File: src/rtl/nru_pkg.sv
`timescale 1ns / 1ps
// Shared constants and types for the NRU victim selector.
package nru_pkg;

  // Frame store geometry
  localparam int FRAMES = 128;
  localparam int IDX_W  = $clog2(FRAMES);
  localparam int CNT_W  = $clog2(FRAMES + 1);

  // Field and register widths
  localparam int ACT_W    = 2;
  localparam int FRAME_W  = 7;
  localparam int ICOUNT_W = 32;
  localparam int FC_W     = 8;
  localparam int RI_W     = 10;
  localparam int CFG_IDX_W = 2;
  localparam int CFG_W    = 10;
  localparam int CLS_W    = 2;

  // Register reset values
  localparam logic [FC_W-1:0] FC_RESET = FC_W'(128);
  localparam logic [RI_W-1:0] RI_RESET = RI_W'(50);

  // Action codes
  typedef enum logic [ACT_W-1:0] {
    ACT_ACCESS = 2'd0,
    ACT_MAP    = 2'd1,
    ACT_SELECT = 2'd2,
    ACT_NONE   = 2'd3
  } action_t;

  // Configuration register indexes
  typedef enum logic [CFG_IDX_W-1:0] {
    REG_FRAME_COUNT    = 2'd0,
    REG_RESET_INTERVAL = 2'd1,
    REG_SPARE2         = 2'd2,
    REG_SPARE3         = 2'd3
  } cfg_reg_t;

  // Class code of a clean, unreferenced frame
  localparam logic [CLS_W-1:0] CLS_FREE = 2'd0;

endpackage

File: src/rtl/nru_page_victim_selector.sv
`timescale 1ns / 1ps
// Not-recently-used frame replacement: bit tracking, victim scan, periodic clear.
//
//  channel | ports                                          | direction
//  --------+------------------------------------------------+----------
//  input   | in_valid/in_stall, action, frame, is_write, cnt | in
//  result  | out_valid/out_stall, victim_frame/class, clear  | out
//  config  | cfg_we, cfg_index, cfg_wdata                    | in
//
// Access and map update the bits when accepted and give no result. A select
// passes through ST_WRAP, ST_SCAN and ST_FIN: w hand-wrap subtractions (nonzero only after frame_count
// shrinks below the hand), then s frames scanned one per cycle through the single
// class compare (s at most the frames in use). Reset clears all bits at once.
// A finished result waits in the output register; the final state of the
// next select holds while that register is still stalled.
module nru_page_victim_selector (
  input  logic                           clk,
  input  logic                           rst_n,
  // input channel
  input  logic                           in_valid,
  output logic                           in_stall,
  input  logic [nru_pkg::ACT_W-1:0]      in_action,
  input  logic [nru_pkg::FRAME_W-1:0]    in_frame,
  input  logic                           in_is_write,
  input  logic [nru_pkg::ICOUNT_W-1:0]   in_instr_count,
  // result channel
  output logic                           out_valid,
  input  logic                           out_stall,
  output logic [nru_pkg::FRAME_W-1:0]    out_victim_frame,
  output logic [nru_pkg::CLS_W-1:0]      out_victim_class,
  output logic                           out_ref_cleared,
  // configuration
  input  logic                           cfg_we,
  input  logic [nru_pkg::CFG_IDX_W-1:0]  cfg_index,
  input  logic [nru_pkg::CFG_W-1:0]      cfg_wdata
);

  typedef enum logic [1:0] {
    ST_IDLE,
    ST_WRAP,
    ST_SCAN,
    ST_FIN
  } state_t;

  localparam int IDX_W = nru_pkg::IDX_W;
  localparam int CNT_W = nru_pkg::CNT_W;
  localparam int LC_W  = nru_pkg::ICOUNT_W + 1;
  localparam int DF_W  = nru_pkg::ICOUNT_W + 2;

  state_t                         state_r, state_nxt;
  logic [nru_pkg::FRAMES-1:0]     ref_r, ref_nxt;
  logic [nru_pkg::FRAMES-1:0]     mod_r, mod_nxt;
  logic [IDX_W-1:0]               hand_r, hand_nxt;
  logic [IDX_W-1:0]               idx_r, idx_nxt;
  logic [CNT_W-1:0]               cnt_r, cnt_nxt;
  logic [IDX_W-1:0]               best_frame_r, best_frame_nxt;
  logic [nru_pkg::CLS_W-1:0]      best_cls_r, best_cls_nxt;
  logic                           best_vld_r, best_vld_nxt;
  logic [nru_pkg::ICOUNT_W-1:0]   icount_r, icount_nxt;
  logic [LC_W-1:0]                last_clr_r, last_clr_nxt;
  logic [nru_pkg::FC_W-1:0]       fc_r, fc_nxt;
  logic [nru_pkg::RI_W-1:0]       ri_r, ri_nxt;
  logic                           out_valid_r, out_valid_nxt;
  logic [nru_pkg::FRAME_W-1:0]    out_frame_r, out_frame_nxt;
  logic [nru_pkg::CLS_W-1:0]      out_cls_r, out_cls_nxt;
  logic                           out_clr_r, out_clr_nxt;

  logic [CNT_W-1:0]               n_act;
  logic [nru_pkg::CLS_W-1:0]      cls;
  logic [CNT_W-1:0]               idx_inc;
  logic [CNT_W-1:0]               best_inc;
  logic [DF_W-1:0]                diff;
  logic                           do_clear;
  logic                           in_xfer;

  // Frames in use: zero counts as one, saturate at the store size
  always_comb begin
    if (fc_r == '0) begin
      n_act = CNT_W'(1);
    end else if (32'(fc_r) > nru_pkg::FRAMES) begin
      n_act = CNT_W'(nru_pkg::FRAMES);
    end else begin
      n_act = CNT_W'(fc_r);
    end
  end

  // Shared class compare and index step
  assign cls      = {ref_r[idx_r], mod_r[idx_r]};
  assign idx_inc  = CNT_W'(idx_r) + CNT_W'(1);
  assign best_inc = CNT_W'(best_frame_r) + CNT_W'(1);

  // Signed distance since the last clear; last_clr_r may be minus one
  assign diff     = {2'b00, icount_r} - {last_clr_r[LC_W-1], last_clr_r};
  assign do_clear = !diff[DF_W-1] && (diff[DF_W-2:0] >= (DF_W-1)'(ri_r));

  assign in_stall = (state_r != ST_IDLE);
  assign in_xfer  = in_valid && !in_stall;

  // Next-state logic
  always_comb begin
    state_nxt      = state_r;
    ref_nxt        = ref_r;
    mod_nxt        = mod_r;
    hand_nxt       = hand_r;
    idx_nxt        = idx_r;
    cnt_nxt        = cnt_r;
    best_frame_nxt = best_frame_r;
    best_cls_nxt   = best_cls_r;
    best_vld_nxt   = best_vld_r;
    icount_nxt     = icount_r;
    last_clr_nxt   = last_clr_r;
    fc_nxt         = fc_r;
    ri_nxt         = ri_r;
    out_valid_nxt  = out_valid_r && out_stall;
    out_frame_nxt  = out_frame_r;
    out_cls_nxt    = out_cls_r;
    out_clr_nxt    = out_clr_r;

    // config writes
    if (cfg_we) begin
      unique case (cfg_index)
        nru_pkg::REG_FRAME_COUNT:    fc_nxt = cfg_wdata[nru_pkg::FC_W-1:0];
        nru_pkg::REG_RESET_INTERVAL: ri_nxt = cfg_wdata[nru_pkg::RI_W-1:0];
        default: ;
      endcase
    end

    unique case (state_r)
      ST_IDLE: begin
        if (in_xfer) begin
          unique case (in_action)
            nru_pkg::ACT_ACCESS: begin
              ref_nxt[IDX_W'(in_frame)] = 1'b1;
              if (in_is_write) begin
                mod_nxt[IDX_W'(in_frame)] = 1'b1;
              end
            end
            nru_pkg::ACT_MAP: begin
              ref_nxt[IDX_W'(in_frame)] = 1'b0;
              mod_nxt[IDX_W'(in_frame)] = 1'b0;
            end
            nru_pkg::ACT_SELECT: begin
              icount_nxt   = in_instr_count;
              idx_nxt      = hand_r;
              best_vld_nxt = 1'b0;
              state_nxt    = ST_WRAP;
            end
            default: ;
          endcase
        end
      end

      // hand mod frame count, one subtraction a cycle
      ST_WRAP: begin
        if (CNT_W'(idx_r) >= n_act) begin
          idx_nxt = idx_r - IDX_W'(n_act);
        end else begin
          cnt_nxt   = '0;
          state_nxt = ST_SCAN;
        end
      end

      // one frame per cycle; stop at the first free frame
      ST_SCAN: begin
        if (cls == nru_pkg::CLS_FREE) begin
          best_frame_nxt = idx_r;
          best_cls_nxt   = cls;
          best_vld_nxt   = 1'b1;
          state_nxt      = ST_FIN;
        end else begin
          if (!best_vld_r || cls < best_cls_r) begin
            best_frame_nxt = idx_r;
            best_cls_nxt   = cls;
            best_vld_nxt   = 1'b1;
          end
          if (cnt_r == n_act - CNT_W'(1)) begin
            state_nxt = ST_FIN;
          end else begin
            cnt_nxt = cnt_r + CNT_W'(1);
            idx_nxt = (idx_inc == n_act) ? '0 : IDX_W'(idx_inc);
          end
        end
      end

      // advance hand, periodic clear, load result
      ST_FIN: begin
        if (!(out_valid_r && out_stall)) begin
          hand_nxt      = (best_inc == n_act) ? '0 : IDX_W'(best_inc);
          out_valid_nxt = 1'b1;
          out_frame_nxt = nru_pkg::FRAME_W'(best_frame_r);
          out_cls_nxt   = best_cls_r;
          out_clr_nxt   = do_clear;
          if (do_clear) begin
            last_clr_nxt = {1'b0, icount_r};
            for (int i = 0; i < nru_pkg::FRAMES; i++) begin
              if (CNT_W'(i) < n_act) begin
                ref_nxt[i] = 1'b0;
              end
            end
          end
          state_nxt = ST_IDLE;
        end
      end

      default: state_nxt = ST_IDLE;
    endcase
  end

  // State and registered outputs
  always_ff @(posedge clk) begin
    if (!rst_n) begin
      state_r     <= ST_IDLE;
      ref_r       <= '0;
      mod_r       <= '0;
      hand_r      <= '0;
      last_clr_r  <= '1;
      fc_r        <= nru_pkg::FC_RESET;
      ri_r        <= nru_pkg::RI_RESET;
      out_valid_r <= 1'b0;
      best_vld_r  <= 1'b0;
    end else begin
      state_r     <= state_nxt;
      ref_r       <= ref_nxt;
      mod_r       <= mod_nxt;
      hand_r      <= hand_nxt;
      last_clr_r  <= last_clr_nxt;
      fc_r        <= fc_nxt;
      ri_r        <= ri_nxt;
      out_valid_r <= out_valid_nxt;
      best_vld_r  <= best_vld_nxt;
    end
    idx_r        <= idx_nxt;
    cnt_r        <= cnt_nxt;
    best_frame_r <= best_frame_nxt;
    best_cls_r   <= best_cls_nxt;
    icount_r     <= icount_nxt;
    out_frame_r  <= out_frame_nxt;
    out_cls_r    <= out_cls_nxt;
    out_clr_r    <= out_clr_nxt;
  end

  assign out_valid        = out_valid_r;
  assign out_victim_frame = out_frame_r;
  assign out_victim_class = out_cls_r;
  assign out_ref_cleared  = out_clr_r;

endmodule
File: config.mk
export PLATFORM = sky130hd
export DESIGN_NAME = nru_page_victim_selector
export DESIGN_NICKNAME = d
export VERILOG_FILES = /design/src/rtl/nru_pkg.sv /design/src/rtl/nru_page_victim_selector.sv
export SDC_FILE = /design/constraint.sdc
export NUM_CORES = 1
export LEC_CHECK = 0
export ABC_AREA = 1
export BUFFER_PORTS_ARGS = -buffer_cell sky130_fd_sc_hd__buf_2
export CORE_MARGIN = 2
export CORE_UTILIZATION = 30
export CTS_BUF_LIST = sky130_fd_sc_hd__clkbuf_8
export DETAILED_ROUTE_END_ITERATION = 7
export SYNTH_ARGS = -nofsm -noshare
export SYNTH_HDL_FRONTEND = slang
export SYNTH_SLANG_ARGS = --single-unit
export TNS_END_PERCENT = 20
File: constraint.sdc
create_clock -name clk -period 4.15 [get_ports clk]
set_clock_uncertainty 0.1 [all_clocks]
set_input_delay 0.83 -clock clk [delete_from_list [all_inputs] [get_ports clk]]
set_output_delay 0.83 -clock clk [all_outputs]
set_load 0.02 [all_outputs]
==> out/results.txt <==
DRC Markers -> 0
Chip Width -> 298 µm
Seq/Total Area, Yosys -> 0.322
Yosys Warn Count -> 0
Clock Path Buffers -> 3
# IOs -> 71
vias in the first global route -> 25,100
Vias per Instance -> 5.16
drt pass-1 iters -> 6
fin nets -> 4,295
Leak -> 13.1 nW
Worst slew margin -> 0.143
via count -> 27,800
worst skew pair latency -> 690 ps
Hold Path Origin -> in_instr_count[6]
Critical Path Sink Type -> register
PwrDens -> 666 nW/µm²
actual transition at the worst max-transition pin -> 1280 ps
Starting Density -> 0.304
Cell Area, Synth -> 26,000 µm²
Final Hold Vio Count -> 0
final worst-path cycle share -> 0.931
Buf+Inv Stages, Crit Path -> 5
Syn Area/Cell -> 6.23 µm²
register area -> 8350 µm²
first-pass GRT wire length -> 143,000 µm
dominant cell type by area after synthesis -> dfxtp_1
Critical Path Source Type -> register
post-synth net total -> 4,289
final wirelength -> 95,100 µm
grt ovf -> 0
outcome -> finished clean
Unique masters post-synth -> 43
arrival time at the worst endpoint -> 4330 ps
max-cap viol count -> 0
I/O Buffers -> 70
CP max-delay cell -> edfxtp_1
cell mode on critical path -> nand2_1
Worst Hold End -> icount_r[6]$_DFFE_PP_
hold crit path type -> in -> reg
Pins Over Slew Limit -> 0
Worst Path Required -> 4610 ps
setup TNS -> 0 ps
worst reg2reg path depth -> 26
fillers -> 9,507
Power, Total -> 19.6 mW
CTS tree -> done
setup violators final -> 0
initial DRC count -> 2,708
critical path class -> reg -> reg
Seq cells post-synth -> 384
Num CTS Buffers -> 74
multi-input gate area in the final layout -> 14,200 µm²
worst stage delay on the critical path -> 400 ps
Die ar. -> 88,900 µm²
RR Startpoint -> icount_r[5]$_DFFE_PP_
TritonCTS Sinks -> 384
clk slew on worst S/H paths -> 70 ps
cell family with most CP delay -> simple AND/OR/NAND/NOR gates
flop2flop setup slack -> 280 ps
core area -> 85,400 µm²
Area Overhead vs Synth -> 13.7%
cell count after synthesis -> 4,166
num rows -> 107
CP Max Fanout -> 7
H-tree levels -> 3
RSZ-0062 raised after global routing -> no
FF-to-FF End -> ref_r[69]$_SDFFE_PN0P_
routability cong. -> 0.895
share of the synthesized area in the top cell type -> 0.245
Synth area leaders -> dfxtp_1 25%, nand2_1 11%, nor2_1 9.3%
largest net degree at the start of global routing -> 181
Total Routing Usage GR -> 0.201
Hold Buf Count CTS -> 0
initial antenna violation count -> 7
detailed placement HPWL -> 59,200 µm
Max Clock Freq -> 259 MHz
Final min period -> 3870 ps
Routed WL per cell -> 17.7 µm
hold depth -> 1
Final ANT Viol Nets -> 0
leading cell type in the layout, fill and taps excluded -> nand2_1
Die Ht -> 298 µm
most frequent cells in the layout -> 757 x nand2_1, 643 x inv_1, 641 x nor2_1, 343 x o21ai_0, 334 x a21oi_1
clk root buf -> clkbuf_8
fraction of layout cells with a size suffix above 1 -> 0.0752
peak supply drop -> 0.342 mV
cell families after synthesis:
group,count (synthesis),synth area share
AND/OR/NAND/NOR,1891,0.306
AO/OA/AOI/OAI,902,0.192
buffers and inverters,892,0.138
flip-flops,384,0.322
adder cells (fa/ha/maj),64,0.0314
XOR/XNOR,33,0.0111
synthesized netlist by cell type, drive strengths merged:
| cell type | n |
|---|---|
| nand2 | 767 |
| nor2 | 649 |
| inv | 631 |
| o21ai | 352 |
| a21oi | 334 |
| dfxtp | 318 |
| nand3 | 274 |
| clkbuf | 154 |
| nand4 | 144 |
| a211oi | 87 |
| buf | 86 |
| edfxtp | 66 |
| ha | 62 |
| o22ai | 51 |
| o211ai | 49 |
| nor3 | 44 |
| xor2 | 28 |
| clkinv | 21 |
| a31oi | 14 |
| o21bai | 5 |
| xnor2 | 5 |
| nor4 | 4 |
| a22oi | 3 |
| and2 | 3 |
| or2 | 3 |
| a21boi | 2 |
| fa | 2 |
| nand3b | 2 |
| o31ai | 2 |
| a21o | 1 |
| and3 | 1 |
| o2111ai | 1 |
| o21a | 1 |
timing repair:
action	in CTS	in global routing
setup endpoints to repair	0	121
resized for setup	0	18
buffers inserted	0	1
worst register-to-register path: cells and delay by family, from the launching register on:
family	cells	cell delay [ps]
simple gates	17	1710
xor+xnor	1	210
compound gates	1	140
buf+inv	5	520
fa+ha+maj	2	650
flops	1	400
worst max path at each step:
stage | endpoint | startpoint | cells past startpoint
finish | ref_r[69]$_SDFFE_PN0P_ | icount_r[5]$_DFFE_PP_ | 26
global route | ref_r[54]$_SDFFE_PN0P_ | icount_r[6]$_DFFE_PP_ | 26
CTS | ref_r[33]$_SDFFE_PN0P_ | icount_r[0]$_DFFE_PP_ | 27
detailed placement | ref_r[31]$_SDFFE_PN0P_ | icount_r[0]$_DFFE_PP_ | 27
global placement | ref_r[31]$_SDFFE_PN0P_ | icount_r[0]$_DFFE_PP_ | 27
floorplan | last_clr_r[14]$_SDFFE_PN1P_ | icount_r[0]$_DFFE_PP_ | 26
cell type report:
class                           count  share of cell area
Sequential cell                   384               0.283
Timing Repair Buffer              165              0.0537
Inverter                          652              0.0831
Tap cell                         1144              0.0485
Antenna cell                        2            0.000170
Clock buffer                       92              0.0429
Clock inverter                     43             0.00768
Multi-Input combinational cell   2895               0.481
per-layer routing:
metal  up-vias  global-route usage  share of wire
met3       260              0.0357          0.083
met2      1119               0.321           0.45
met4         4              0.0930          0.045
li1      13600                   -              -
met1     12700               0.261           0.42
met5         -                   0        0.00025
report_power, final:
group          internal [mW]  switching [mW]
registers               4.68           0.440
clock network           2.07            1.82
logic                   3.54            7.10
total                   10.3            9.36
through the flow:
step	util	std cells	cell area [µm²]	setup slack, ps	hold slack [ps]
floorplan	-	4166	26000	814	326
global placement	0.322	5217	27500	386	346
detailed placement	0.322	5217	27500	254	342
CTS	0.339	5352	29000	242	153
global route	0.345	5377	29500	11.6	174
finish	0.345	5377	29500	285	209
Power figures use the tool's default switching activity.
